$ cat src/hw/rtl/grmwh_pkg.sv
// ----------------------------------------------------------------------------
// grmwh_pkg
// Shared constants for the grid ray marching wall height block.
// ----------------------------------------------------------------------------
`default_nettype none

package grmwh_pkg;

  localparam int MAP_COLS    = 32;
  localparam int MAP_ROWS    = 32;
  localparam int TILE_PIXELS = 64;
  localparam int SCREEN_ROWS = 480;
  localparam int ANGLE_STEPS = 4096;

  localparam int MAP_DEPTH = MAP_COLS * MAP_ROWS;
  localparam int ADDR_W    = $clog2(MAP_DEPTH);
  localparam int CX_W      = $clog2(MAP_COLS);
  localparam int CY_W      = $clog2(MAP_ROWS);

  localparam int STEP_LIMIT = 4095;
  localparam int HEIGHT_MAX = 65535;

  // Ray position, signed Q.16, wide enough for the start plus 4095 full steps.
  localparam int POS_W   = 30;
  localparam int TILE_SH = 16 + $clog2(TILE_PIXELS);
  localparam int PH_SH   = 16 - $clog2(ANGLE_STEPS);

  // Quarter-wave polynomial coefficients (Q20).
  localparam int POLY_A = 1647099;
  localparam int POLY_B = 677343;
  localparam int POLY_C = 83565;
  localparam int POLY_D = 4909;

  localparam int NUM_VAL = SCREEN_ROWS * 16384;
  localparam int NUM_W   = $clog2(NUM_VAL + 1);
  localparam int DEN_W   = 27;

  localparam int MUL_A_W = 15;
  localparam int MUL_B_W = 21;
  localparam int PROD_W  = MUL_A_W + MUL_B_W;

  localparam int IN_DATA_W  = 24;
  localparam int OUT_DATA_W = 56;
  localparam int CFG_IDX_W  = 2;
  localparam int CFG_DATA_W = 19;

  localparam logic [CFG_IDX_W-1:0] REG_PLAYER_X     = 2'd0;
  localparam logic [CFG_IDX_W-1:0] REG_PLAYER_Y     = 2'd1;
  localparam logic [CFG_IDX_W-1:0] REG_PLAYER_ANGLE = 2'd2;

  localparam logic OP_CAST  = 1'b0;
  localparam logic OP_WRITE = 1'b1;

endpackage

`default_nettype wire

$ cat src/hw/rtl/grmwh_ram.sv
// ----------------------------------------------------------------------------
// grmwh_ram
// Generic single-write, single-read RAM with a registered read port.
// ----------------------------------------------------------------------------
`default_nettype none

module grmwh_ram #(
  parameter int WIDTH = 1,
  parameter int DEPTH = 1024
) (
  input  wire logic                     clk,
  input  wire logic                     we,
  input  wire logic [$clog2(DEPTH)-1:0] waddr,
  input  wire logic [WIDTH-1:0]         wdata,
  input  wire logic [$clog2(DEPTH)-1:0] raddr,
  output logic      [WIDTH-1:0]         rdata
);

  logic [WIDTH-1:0] mem [DEPTH];

  always_ff @(posedge clk) begin
    if (we) begin
      mem[waddr] <= wdata;
    end
    rdata <= mem[raddr];
  end

endmodule

`default_nettype wire

$ cat src/hw/rtl/grid_ray_march_wall_height.sv
// ----------------------------------------------------------------------------
// grid_ray_march_wall_height
// Marches a ray over a one-bit wall map in unit pixel steps and reports the
// hit point, the distance and a fisheye-corrected wall height.
// ----------------------------------------------------------------------------
//  channel | direction | words
//  in_     | slave     | tuser: operation; tdata: ray_dir, cell_x, cell_y, cell_wall
//  out_    | master    | tuser: hit; tdata: hit_x, hit_y, step_count, height
//  cfg_    | write     | player_x, player_y, player_angle
//
// A cell write goes into the map as it is accepted. A cast runs sine/cosine
// work on the shared multiplier, then one march step per cycle, then, on a
// hit, the corrected cosine, one multiply and the divider.
// After reset a clearing pass over all 1024 cells loads the map border; no word is
// accepted meanwhile. A stalled result holds the next cast in its output state.
`default_nettype none

module grid_ray_march_wall_height (
  input  wire logic                               clk,
  input  wire logic                               rst_n,
  input  wire logic                               in_tvalid,
  output logic                                    in_tready,
  // ray_dir[11:0], cell_x[16:12], cell_y[21:17], cell_wall[22], zero[23]
  input  wire logic [grmwh_pkg::IN_DATA_W-1:0]    in_tdata,
  // operation[0]
  input  wire logic                               in_tuser,
  output logic                                    out_tvalid,
  input  wire logic                               out_tready,
  // hit_x[10:0], hit_y[21:11], step_count[33:22], height[49:34], zero[55:50]
  output logic      [grmwh_pkg::OUT_DATA_W-1:0]   out_tdata,
  // hit[0]
  output logic                                    out_tuser,
  input  wire logic                               cfg_we,
  input  wire logic [grmwh_pkg::CFG_IDX_W-1:0]    cfg_index,
  input  wire logic [grmwh_pkg::CFG_DATA_W-1:0]   cfg_wdata
);

  localparam int POS_W  = grmwh_pkg::POS_W;
  localparam int ADDR_W = grmwh_pkg::ADDR_W;
  localparam int CXX_W  = POS_W - grmwh_pkg::TILE_SH;
  localparam logic signed [POS_W-1:0] NEG_TILE =
    -POS_W'(grmwh_pkg::TILE_PIXELS * 65536);
  localparam logic [grmwh_pkg::NUM_W-1:0] NUM = grmwh_pkg::NUM_W'(grmwh_pkg::NUM_VAL);

  typedef enum logic [2:0] {
    S_CLEAR, S_IDLE, S_TRIG, S_START, S_MARCH, S_HMUL, S_DIV, S_OUT
  } state_t;

  typedef struct packed {
    logic              outside;
    logic [ADDR_W-1:0] addr;
  } cell_t;

  state_t                            state_r;
  logic [grmwh_pkg::CX_W-1:0]        clr_x_r;
  logic [grmwh_pkg::CY_W-1:0]        clr_y_r;
  logic [18:0]                       player_x_r, player_y_r;
  logic [11:0]                       player_angle_r, ray_r;
  logic signed [POS_W-1:0]           pos_x_r, pos_y_r, dx_r, dy_r;
  logic [11:0]                       steps_r;
  logic [1:0]                        job_r;
  logic [2:0]                        k_r;
  logic [grmwh_pkg::MUL_A_W-1:0]     z_r, z2_r, cd_r;
  logic                              neg_r, hit_r;
  logic [grmwh_pkg::PROD_W-1:0]      prod_r;
  logic [grmwh_pkg::DEN_W-1:0]       rem_r;
  logic [grmwh_pkg::NUM_W-1:0]       quo_r;
  logic [$clog2(grmwh_pkg::NUM_W)-1:0] div_cnt_r;
  logic [15:0]                       height_r;
  logic                              out_valid_r, out_user_r;
  logic [grmwh_pkg::OUT_DATA_W-1:0]  out_data_r;

  function automatic cell_t cell_of(logic signed [POS_W-1:0] px,
                                    logic signed [POS_W-1:0] py);
    cell_t                      c;
    logic [CXX_W-1:0]           ux, uy;
    logic [grmwh_pkg::CX_W-1:0] ix;
    logic [grmwh_pkg::CY_W-1:0] iy;
    logic                       ox, oy;
    ux = px[POS_W-1:grmwh_pkg::TILE_SH];
    uy = py[POS_W-1:grmwh_pkg::TILE_SH];
    // Indices truncate toward zero, so a slightly negative position is cell 0.
    ox = px[POS_W-1] ? (px <= NEG_TILE) : (32'(ux) >= grmwh_pkg::MAP_COLS);
    oy = py[POS_W-1] ? (py <= NEG_TILE) : (32'(uy) >= grmwh_pkg::MAP_ROWS);
    ix = px[POS_W-1] ? '0 : ux[grmwh_pkg::CX_W-1:0];
    iy = py[POS_W-1] ? '0 : uy[grmwh_pkg::CY_W-1:0];
    c.outside = ox | oy;
    c.addr = ADDR_W'(32'(iy) * grmwh_pkg::MAP_COLS + 32'(ix));
    return c;
  endfunction

  function automatic logic [10:0] clamp_pixel(logic signed [POS_W-1:0] p);
    logic [POS_W-17:0] v;
    v = p[POS_W-1:16];
    if (p[POS_W-1]) begin
      return 11'd0;
    end else if (32'(v) > 2047) begin
      return 11'd2047;
    end
    return v[10:0];
  endfunction

  // Shared multiplier and the polynomial subtract that feeds it.
  logic [grmwh_pkg::MUL_A_W-1:0] mul_a, z2_c;
  logic [grmwh_pkg::MUL_B_W-1:0] mul_b, poly_k, poly_c;
  logic [21:0]                   prod_sh;
  logic [15:0]                   phase;
  logic [11:0]                   diff;
  logic [14:0]                   z_c;
  logic [14:0]                   sval;
  logic signed [15:0]            sval_s;

  assign prod_sh = prod_r[35:14];
  assign z2_c    = prod_sh[grmwh_pkg::MUL_A_W-1:0];
  assign diff    = ray_r - player_angle_r;

  always_comb begin
    unique case (k_r)
      3'd3:    poly_k = grmwh_pkg::MUL_B_W'(grmwh_pkg::POLY_C);
      3'd4:    poly_k = grmwh_pkg::MUL_B_W'(grmwh_pkg::POLY_B);
      default: poly_k = grmwh_pkg::MUL_B_W'(grmwh_pkg::POLY_A);
    endcase
    poly_c = poly_k - prod_sh[grmwh_pkg::MUL_B_W-1:0];
  end

  always_comb begin
    mul_a = z_r;
    mul_b = grmwh_pkg::MUL_B_W'(z_r);
    if (state_r == S_HMUL) begin
      mul_a = cd_r;
      mul_b = grmwh_pkg::MUL_B_W'(steps_r);
    end else begin
      case (k_r)
        3'd2:    begin mul_a = z2_c; mul_b = grmwh_pkg::MUL_B_W'(grmwh_pkg::POLY_D); end
        3'd3,
        3'd4:    begin mul_a = z2_r; mul_b = poly_c; end
        3'd5:    begin mul_a = z_r;  mul_b = poly_c; end
        default: ;
      endcase
    end
  end

  // Phase of the current polynomial sine evaluation; a cosine is the sine a quarter turn on.
  always_comb begin
    unique case (job_r)
      2'd1:    phase = 16'(ray_r) << grmwh_pkg::PH_SH;
      2'd2:    phase = (16'(diff) << grmwh_pkg::PH_SH) + 16'd16384;
      default: phase = (16'(ray_r) << grmwh_pkg::PH_SH) + 16'd16384;
    endcase
    z_c = phase[14] ? (15'd16384 - 15'(phase[13:0])) : 15'(phase[13:0]);
    sval = (z_r == 15'd16384) ? 15'd16384 : 15'(prod_r[34:20]);
    sval_s = neg_r ? -16'(sval) : 16'(sval);
  end

  // March datapath.
  logic signed [POS_W-1:0] nx, ny;
  cell_t                   cur_cell, rd_cell;
  logic                    map_bit;

  assign nx = pos_x_r + dx_r;
  assign ny = pos_y_r + dy_r;
  assign cur_cell = cell_of(pos_x_r, pos_y_r);
  assign rd_cell  = (state_r == S_MARCH) ? cell_of(nx, ny) : cur_cell;

  // Map write port: clearing pass first, then cell writes.
  logic                    in_acc, ram_we, ram_wd, border;
  logic [ADDR_W-1:0]       ram_wa;
  logic [4:0]              wcx, wcy;

  assign in_tready = (state_r == S_IDLE);
  assign in_acc    = in_tvalid & in_tready;
  assign wcx       = in_tdata[16:12];
  assign wcy       = in_tdata[21:17];
  assign border    = (clr_x_r == '0) || (32'(clr_x_r) == grmwh_pkg::MAP_COLS - 1) ||
                     (clr_y_r == '0) || (32'(clr_y_r) == grmwh_pkg::MAP_ROWS - 1);

  always_comb begin
    if (state_r == S_CLEAR) begin
      ram_we = 1'b1;
      ram_wa = ADDR_W'(32'(clr_y_r) * grmwh_pkg::MAP_COLS + 32'(clr_x_r));
      ram_wd = border;
    end else begin
      ram_we = in_acc && (in_tuser == grmwh_pkg::OP_WRITE) &&
               (32'(wcx) < grmwh_pkg::MAP_COLS) && (32'(wcy) < grmwh_pkg::MAP_ROWS);
      ram_wa = ADDR_W'(32'(wcy) * grmwh_pkg::MAP_COLS + 32'(wcx));
      ram_wd = in_tdata[22];
    end
  end

  grmwh_ram #(
    .WIDTH (1),
    .DEPTH (grmwh_pkg::MAP_DEPTH)
  ) u_map (
    .clk   (clk),
    .we    (ram_we),
    .waddr (ram_wa),
    .wdata (ram_wd),
    .raddr (rd_cell.addr),
    .rdata (map_bit)
  );

  // Restoring divider step.
  logic [grmwh_pkg::DEN_W:0]   trial;
  logic [grmwh_pkg::DEN_W-1:0] den;
  logic                        qbit;
  logic [grmwh_pkg::NUM_W-1:0] quo_nxt;

  assign den     = prod_r[grmwh_pkg::DEN_W-1:0];
  assign trial   = {rem_r, NUM[div_cnt_r]};
  assign qbit    = trial >= {1'b0, den};
  assign quo_nxt = {quo_r[grmwh_pkg::NUM_W-2:0], qbit};

  always_ff @(posedge clk) begin
    if (!rst_n) begin
      state_r        <= S_CLEAR;
      clr_x_r        <= '0;
      clr_y_r        <= '0;
      player_x_r     <= 19'd81920;
      player_y_r     <= 19'd61440;
      player_angle_r <= '0;
      out_valid_r    <= 1'b0;
      job_r          <= '0;
      k_r            <= '0;
    end else begin
      if (cfg_we) begin
        unique case (cfg_index)
          grmwh_pkg::REG_PLAYER_X:     player_x_r     <= cfg_wdata;
          grmwh_pkg::REG_PLAYER_Y:     player_y_r     <= cfg_wdata;
          grmwh_pkg::REG_PLAYER_ANGLE: player_angle_r <= cfg_wdata[11:0];
          default: ;
        endcase
      end
      if (out_valid_r && out_tready && (state_r != S_OUT)) begin
        out_valid_r <= 1'b0;
      end

      unique case (state_r)
        S_CLEAR: begin
          if (32'(clr_x_r) == grmwh_pkg::MAP_COLS - 1) begin
            clr_x_r <= '0;
            clr_y_r <= clr_y_r + 1'b1;
            if (32'(clr_y_r) == grmwh_pkg::MAP_ROWS - 1) begin
              state_r <= S_IDLE;
            end
          end else begin
            clr_x_r <= clr_x_r + 1'b1;
          end
        end
        S_IDLE: begin
          if (in_acc && (in_tuser == grmwh_pkg::OP_CAST)) begin
            ray_r   <= in_tdata[11:0];
            pos_x_r <= POS_W'(player_x_r) <<< 8;
            pos_y_r <= POS_W'(player_y_r) <<< 8;
            steps_r <= '0;
            job_r   <= 2'd0;
            k_r     <= 3'd0;
            state_r <= S_TRIG;
          end
        end
        S_TRIG: begin
          if (k_r != 3'd6) begin
            k_r    <= k_r + 1'b1;
            prod_r <= grmwh_pkg::PROD_W'(mul_a) * grmwh_pkg::PROD_W'(mul_b);
          end
          case (k_r)
            3'd0: begin
              z_r   <= z_c;
              neg_r <= phase[15];
            end
            3'd2: z2_r <= z2_c;
            3'd6: begin
              k_r   <= 3'd0;
              job_r <= job_r + 1'b1;
              unique case (job_r)
                2'd0: dx_r <= POS_W'(sval_s) <<< 2;
                2'd1: begin
                  dy_r    <= POS_W'(sval_s) <<< 2;
                  state_r <= S_START;
                end
                default: begin
                  cd_r <= sval;
                  if (!neg_r && (sval != '0)) begin
                    state_r <= S_HMUL;
                  end else begin
                    height_r <= 16'(grmwh_pkg::HEIGHT_MAX);
                    state_r  <= S_OUT;
                  end
                end
              endcase
            end
            default: ;
          endcase
        end
        S_START: state_r <= S_MARCH;
        S_MARCH: begin
          // map_bit belongs to the current position; the next one is in flight.
          if (cur_cell.outside || (32'(steps_r) >= grmwh_pkg::STEP_LIMIT && !map_bit)) begin
            hit_r    <= 1'b0;
            height_r <= '0;
            state_r  <= S_OUT;
          end else if (map_bit) begin
            hit_r <= 1'b1;
            if (steps_r == '0) begin
              height_r <= 16'(grmwh_pkg::HEIGHT_MAX);
              state_r  <= S_OUT;
            end else begin
              k_r     <= 3'd0;
              state_r <= S_TRIG;
            end
          end else begin
            pos_x_r <= nx;
            pos_y_r <= ny;
            steps_r <= steps_r + 1'b1;
          end
        end
        S_HMUL: begin
          prod_r    <= grmwh_pkg::PROD_W'(mul_a) * grmwh_pkg::PROD_W'(mul_b);
          rem_r     <= '0;
          quo_r     <= '0;
          div_cnt_r <= ($clog2(grmwh_pkg::NUM_W))'(grmwh_pkg::NUM_W - 1);
          state_r   <= S_DIV;
        end
        S_DIV: begin
          rem_r     <= qbit ? grmwh_pkg::DEN_W'(trial - {1'b0, den})
                            : grmwh_pkg::DEN_W'(trial);
          quo_r     <= quo_nxt;
          div_cnt_r <= div_cnt_r - 1'b1;
          if (div_cnt_r == '0) begin
            height_r <= (32'(quo_nxt) > grmwh_pkg::HEIGHT_MAX) ?
                        16'(grmwh_pkg::HEIGHT_MAX) : quo_nxt[15:0];
            state_r  <= S_OUT;
          end
        end
        S_OUT: begin
          if (!out_valid_r || out_tready) begin
            out_valid_r <= 1'b1;
            out_user_r  <= hit_r;
            out_data_r  <= {6'd0, height_r, steps_r,
                            hit_r ? clamp_pixel(pos_y_r) : 11'd0,
                            hit_r ? clamp_pixel(pos_x_r) : 11'd0};
            state_r     <= S_IDLE;
          end
        end
        default: state_r <= S_IDLE;
      endcase
    end
  end

  assign out_tvalid = out_valid_r;
  assign out_tdata  = out_data_r;
  assign out_tuser  = out_user_r;

  a_no_accept_in_clear: assert property (@(posedge clk) disable iff (!rst_n)
    (state_r == S_CLEAR) |-> !in_tready)
    else $error("word accepted during map clearing pass");

  a_miss_zero: assert property (@(posedge clk) disable iff (!rst_n)
    (out_tvalid && !out_tuser) |-> (out_tdata[49:34] == '0 && out_tdata[21:0] == '0))
    else $error("miss result carries a hit point or height");

  a_step_limit: assert property (@(posedge clk) disable iff (!rst_n)
    (state_r == S_MARCH) |-> (32'(steps_r) <= grmwh_pkg::STEP_LIMIT))
    else $error("march ran past the step limit");

  a_zero_dist: assert property (@(posedge clk) disable iff (!rst_n)
    (out_tvalid && out_tuser && out_tdata[33:22] == '0) |->
    (out_tdata[49:34] == 16'(grmwh_pkg::HEIGHT_MAX)))
    else $error("hit at zero distance without saturated height");

endmodule

`default_nettype wire
$ cat config.mk
export PLATFORM = sky130hd
export DESIGN_NAME = grid_ray_march_wall_height
export DESIGN_NICKNAME = d
export VERILOG_FILES = /design/src/hw/rtl/grmwh_pkg.sv /design/src/hw/rtl/grmwh_ram.sv /design/src/hw/rtl/grid_ray_march_wall_height.sv
export SDC_FILE = /design/constraint.sdc
export NUM_CORES = 2
export LEC_CHECK = 0
export BUFFER_PORTS_ARGS = -buffer_cell sky130_fd_sc_hd__buf_4
export CAP_MARGIN = 10
export CORE_UTILIZATION = 55
export CTS_CLUSTER_SIZE = 16
export DETAILED_ROUTE_END_ITERATION = 10
export PLACE_DENSITY = 0.69
export SLEW_MARGIN = 20
export SYNTH_ARGS = -nofsm -noshare
export SYNTH_HDL_FRONTEND = slang
export SYNTH_HIERARCHICAL = 1
export SYNTH_SLANG_ARGS = --single-unit
export TNS_END_PERCENT = 1
$ cat constraint.sdc
create_clock -name clk -period 67.2 [get_ports clk]
set_input_delay 3.36 -clock clk [delete_from_list [all_inputs] [get_ports clk]]
set_output_delay 3.36 -clock clk [all_outputs]
set_load 0.02 [all_outputs]
==> metrics.sh <==
INITIAL_CORE_UTIL_PCT=55.3
POST-SYNTH-TOP-AREA-CELL='sky130_fd_sc_hd__edfxtp_1'
GRT_FIRST_PASS_WIRELENGTH_UM=307000
RUN_STATUS='completed'
CRIT_REQUIRED_NS=67.77
HOLDCRITPATHCLASS='reg2reg'
TIMING.SLEW.HEADROOM_PCT=10.1
DRTANTENNAVIOLNETS=0
WORSTSETUPSTARTPOINT='k_r[1]$_SDFFE_PN0P_'
POST-ROUTE-DRC-COUNT=0
TIMING.FINAL.CRIT_SHARE_PCT=15.3
GRT_PASS1_VIAS=50000
DRT_FIRST_PASS_ITERS=6
CHIPWIDTH_UM=374
IO_PINS=110
AREA.SEQUENTIAL_MM2=0.0415
WORST_PATH_MOST_REPEATED_CELL='sky130_fd_sc_hd__fa_1'
CPPEAKSTAGEDELAY_NS=0.62
CTS_HOLD_BUF=0
FINALCRITICALPERIOD_NS=10.30
MOSTFREQUENTLAYOUTCELL='sky130_fd_sc_hd__nor2_1'
FIN_NETS=6839
WORST-R2R-CELL-COUNT=32
DIE_AREA_MM2=0.140
YOSYSWARNINGCOUNT=6
POWER.STATIC_LEAKAGE_nW=28.4
CTS-RESIZED-GATES=0
GRT_ANTENNA_BEFORE_REPAIR=4
DETAILEDROUTE.FIRSTITERATIONVIOLATIONS=7129
GLOBAL_ROUTER_S_OVERALL_RESOURCE_USAGE_PCT=29.3
GP_CONGESTION=0.957
RR_ENDPOINT='prod_r[32]$_DFFE_PP_'
PLACED_CELLS_INCL_TAPS=7966
FINAL_HOLD_VIOL_COUNT=0
FINAL-INSTANCE-COUNT-EXCL-FILL=8234
CHIPHEIGHT_UM=374
SYNTH-EDFF-COUNT=1335
REPORT.FINAL.SLEW_VIOL_COUNT=0
CRITPATHCAPTURE='prod_r[32]$_DFFE_PP_'
FRACTION_OF_LAYOUT_INSTANCES_USING_A_DRIVE_STRENGTH_ABOVE_1_PCT=11.5
MAX_FREQ_GHz=0.0970
STDCELL_AREA_MM2=0.0830
ASYNCSETRESETFLOPFRACSYNTH_PCT=0
TIMING.SETUP.CRITICAL_PATH_CLASS='reg2reg'
NETLIST-CELL-TYPE-COUNT=103
NUMPORTBUFFERS=102
CTS_NUM_SINKS=1406
FIN_WS_NS=56.90
WORSTPATHARRIVAL_NS=10.88
GRT_SETUP_UNREPAIRED='false'
WORST-PATH-MAX-FANOUT=23
WIRE_PER_INST_UM=25.0
POWER.DENSITY_CELL_AREA_mW_PER_MM2=30.6
COMMONEST_REGISTER_CELL_AFTER_SYNTHESIS='sky130_fd_sc_hd__edfxtp_1'
PLACEMENT_ROWS=136
CTSHTREEMAXLEVEL=4
GRT_REMAINING_OVERFLOW=0
MULTI_INPUT_GATE_AREA_IN_THE_FINAL_LAYOUT_MM2=0.0316
MAXIMUM_NUMBER_OF_PINS_ON_ONE_NET_BEFORE_GLOBAL_ROUTE_REPAIR=296
TOTALNEGATIVESETUPSLACK_NS=0
DR_TOTAL_VIAS=51800
FILLERS=10700
SYNTH.FF_LATCH_COUNT=1406
NETLIST.AREA_LEADER.SHARE_PCT=52.7
TIMING.FINAL.SETUP_VIOLATIONS=0
CTS_MADE_BUFFERS=146
FINAL_CORE_UTIL_PCT=60.5
CTSROOTBUFFERMASTER='sky130_fd_sc_hd__clkbuf_16'
SYNTHTOPCELLSBYAREA='sky130_fd_sc_hd__edfxtp_1 (53%), sky130_fd_sc_hd__nor2_1 (6.7%), sky130_fd_sc_hd__fa_1 (6.6%)'
MOST-COMMON-LAYOUT-CELLS='sky130_fd_sc_hd__nor2_1 (1349), sky130_fd_sc_hd__edfxtp_1 (1335), sky130_fd_sc_hd__nand2_1 (518)'
WORST_CLOCK_SKEW_NS=0.0473
CTS_POST_SETUP_BUFFERS_INSERTED=0
STARTPOINT_TYPE='register'
CRIT_PATH_TOP_DELAY_CELL='sky130_fd_sc_hd__dfxtp_1'
VDD_DROP_MAX_mV=0.0275
CLKSLEWWORSTSETUPHOLDPATHS_NS=0.06
SYN-INSTANCE-COUNT=6384
POSTPLACECELLAREA_MM2=0.0783
TIGHTEST_SLEW_NS=1.35
CTS_TREE='done'
SYN_AREA_PER_CELL_UM2=11.9
WORST_SLACK_AT_PLACEMENT_NS=57.05
CTS_BUFFER_DEPTH=3
DETAIL_ROUTE.VIAS_PER_CELL=6.29
CP-END-KIND='register'
TOTALWIRELENGTH_UM=205000
R2R-START='k_r[1]$_SDFFE_PN0P_'
PLACEABLECOREAREA_MM2=0.137
SEQ_AREA_FRAC_SYNTH_PCT=54.6
CLOCK_LATENCY_OF_THE_LATER_CLOCKED_REGISTER_IN_THE_WORST_SKEW_PAIR_NS=0.79
HPWL_UM=128000
POST_SYNTH_INSTANCE_AREA_MM2=0.0760
CAP_VIOL_MAX_COUNT=0
RRSETUPSLACK_NS=56.90
AREA_DELTA_SYNTH_FINAL_PCT=9.25
## power breakdown
part | internal [mW] | switching, mW
sequential | 1.04 | 0.0116
clock | 0.449 | 0.344
combinational | 0.202 | 0.491
## stage by stage
stage                     hold slack (ns)  total power, mW
final                               0.423             2.54
after global routing                0.429             2.65
after CTS                           0.422             2.54
after detailed placement            0.411             1.75
after global placement              0.406             1.74
after floorplan                     0.400             1.62
## area by class of cell
type                            count  area share [%]
Inverter                          367            1.66
Tap cell                         1794            2.70
Multi-Input combinational cell   4194            38.1
Antenna cell                        2         0.00603
Timing Repair Buffer              206            1.92
Sequential cell                  1406            50.0
Clock inverter                     81           0.897
Clock buffer                      184            4.75
## worst min-delay path by stage
stage                                 from                 endpoint  cells after the start  slack [ns]
floorplan            height_r[0]$_DFFE_PP_  out_tdata[34]$_DFFE_PP_                      0        0.40
global placement    height_r[15]$_DFFE_PP_  out_tdata[49]$_DFFE_PP_                      0        0.41
detailed placement   height_r[5]$_DFFE_PP_  out_tdata[39]$_DFFE_PP_                      0        0.41
CTS                  height_r[4]$_DFFE_PP_  out_tdata[38]$_DFFE_PP_                      0        0.42
global route         height_r[5]$_DFFE_PP_  out_tdata[39]$_DFFE_PP_                      0        0.43
finish               height_r[4]$_DFFE_PP_  out_tdata[38]$_DFFE_PP_                      0        0.42
## kinds of logic after synthesis
kind of cell	synth area share, %
adders and majority gates	10.1
and+or+nand+nor	13.3
other	0.00493
muxes	8.59
DFF	54.6
AOI/OAI and AO/OA	7.12
buffers and inverters	4.39
xor gates and xnor gates	1.84
## cells in the mapped netlist, types with 45 or more instances
master / number
sky130_fd_sc_hd__a21o_1: 60
sky130_fd_sc_hd__a21oi_1: 218
sky130_fd_sc_hd__and2_1: 52
sky130_fd_sc_hd__buf_1: 66
sky130_fd_sc_hd__clkbuf_1: 273
sky130_fd_sc_hd__dfxtp_1: 71
sky130_fd_sc_hd__edfxtp_1: 1335
sky130_fd_sc_hd__fa_1: 249
sky130_fd_sc_hd__ha_1: 218
sky130_fd_sc_hd__inv_1: 362
sky130_fd_sc_hd__mux2i_1: 160
sky130_fd_sc_hd__mux4_2: 200
sky130_fd_sc_hd__nand2_1: 536
sky130_fd_sc_hd__nand2b_1: 45
sky130_fd_sc_hd__nand3_1: 88
sky130_fd_sc_hd__nor2_1: 1352
sky130_fd_sc_hd__nor3_1: 85
sky130_fd_sc_hd__o21ai_0: 118
sky130_fd_sc_hd__o221ai_1: 49
sky130_fd_sc_hd__xnor2_1: 98
sky130_fd_sc_hd__xor2_1: 60
## worst max-delay path, delay by kind of cell, from the launching register on
kind | cells | cell delay (ns)
xor+xnor | 2 | 0.45
simple gates | 11 | 2.60
flops | 1 | 0.62
buf+inv | 3 | 0.18
compound gates | 8 | 2.33
fa+ha+maj | 8 | 3.88
## metal layers
metal	vias up	track usage, %	wire length (um)
li1	22600	-	-
met1	26000	43.8	84600
met2	2813	43.9	91700
met3	348	5.82	23700
met4	4	8.19	5450
met5	-	0	21
## sequential cells by signal, summed over array words and instances, names as in the netlist, 12 cells and up
signal / count
u_map/mem: 1024
out_tdata: 50
prod_r: 35
pos_x_r: 28
pos_y_r: 28
rem_r: 27
quo_r: 22
player_x_r: 19
player_y_r: 19
dx_r: 16
dy_r: 16
height_r: 16
cd_r: 15
z2_r: 15
player_angle_r: 12
ray_r: 12
steps_r: 12
Note: power is estimated with default switching activity, not from simulation.
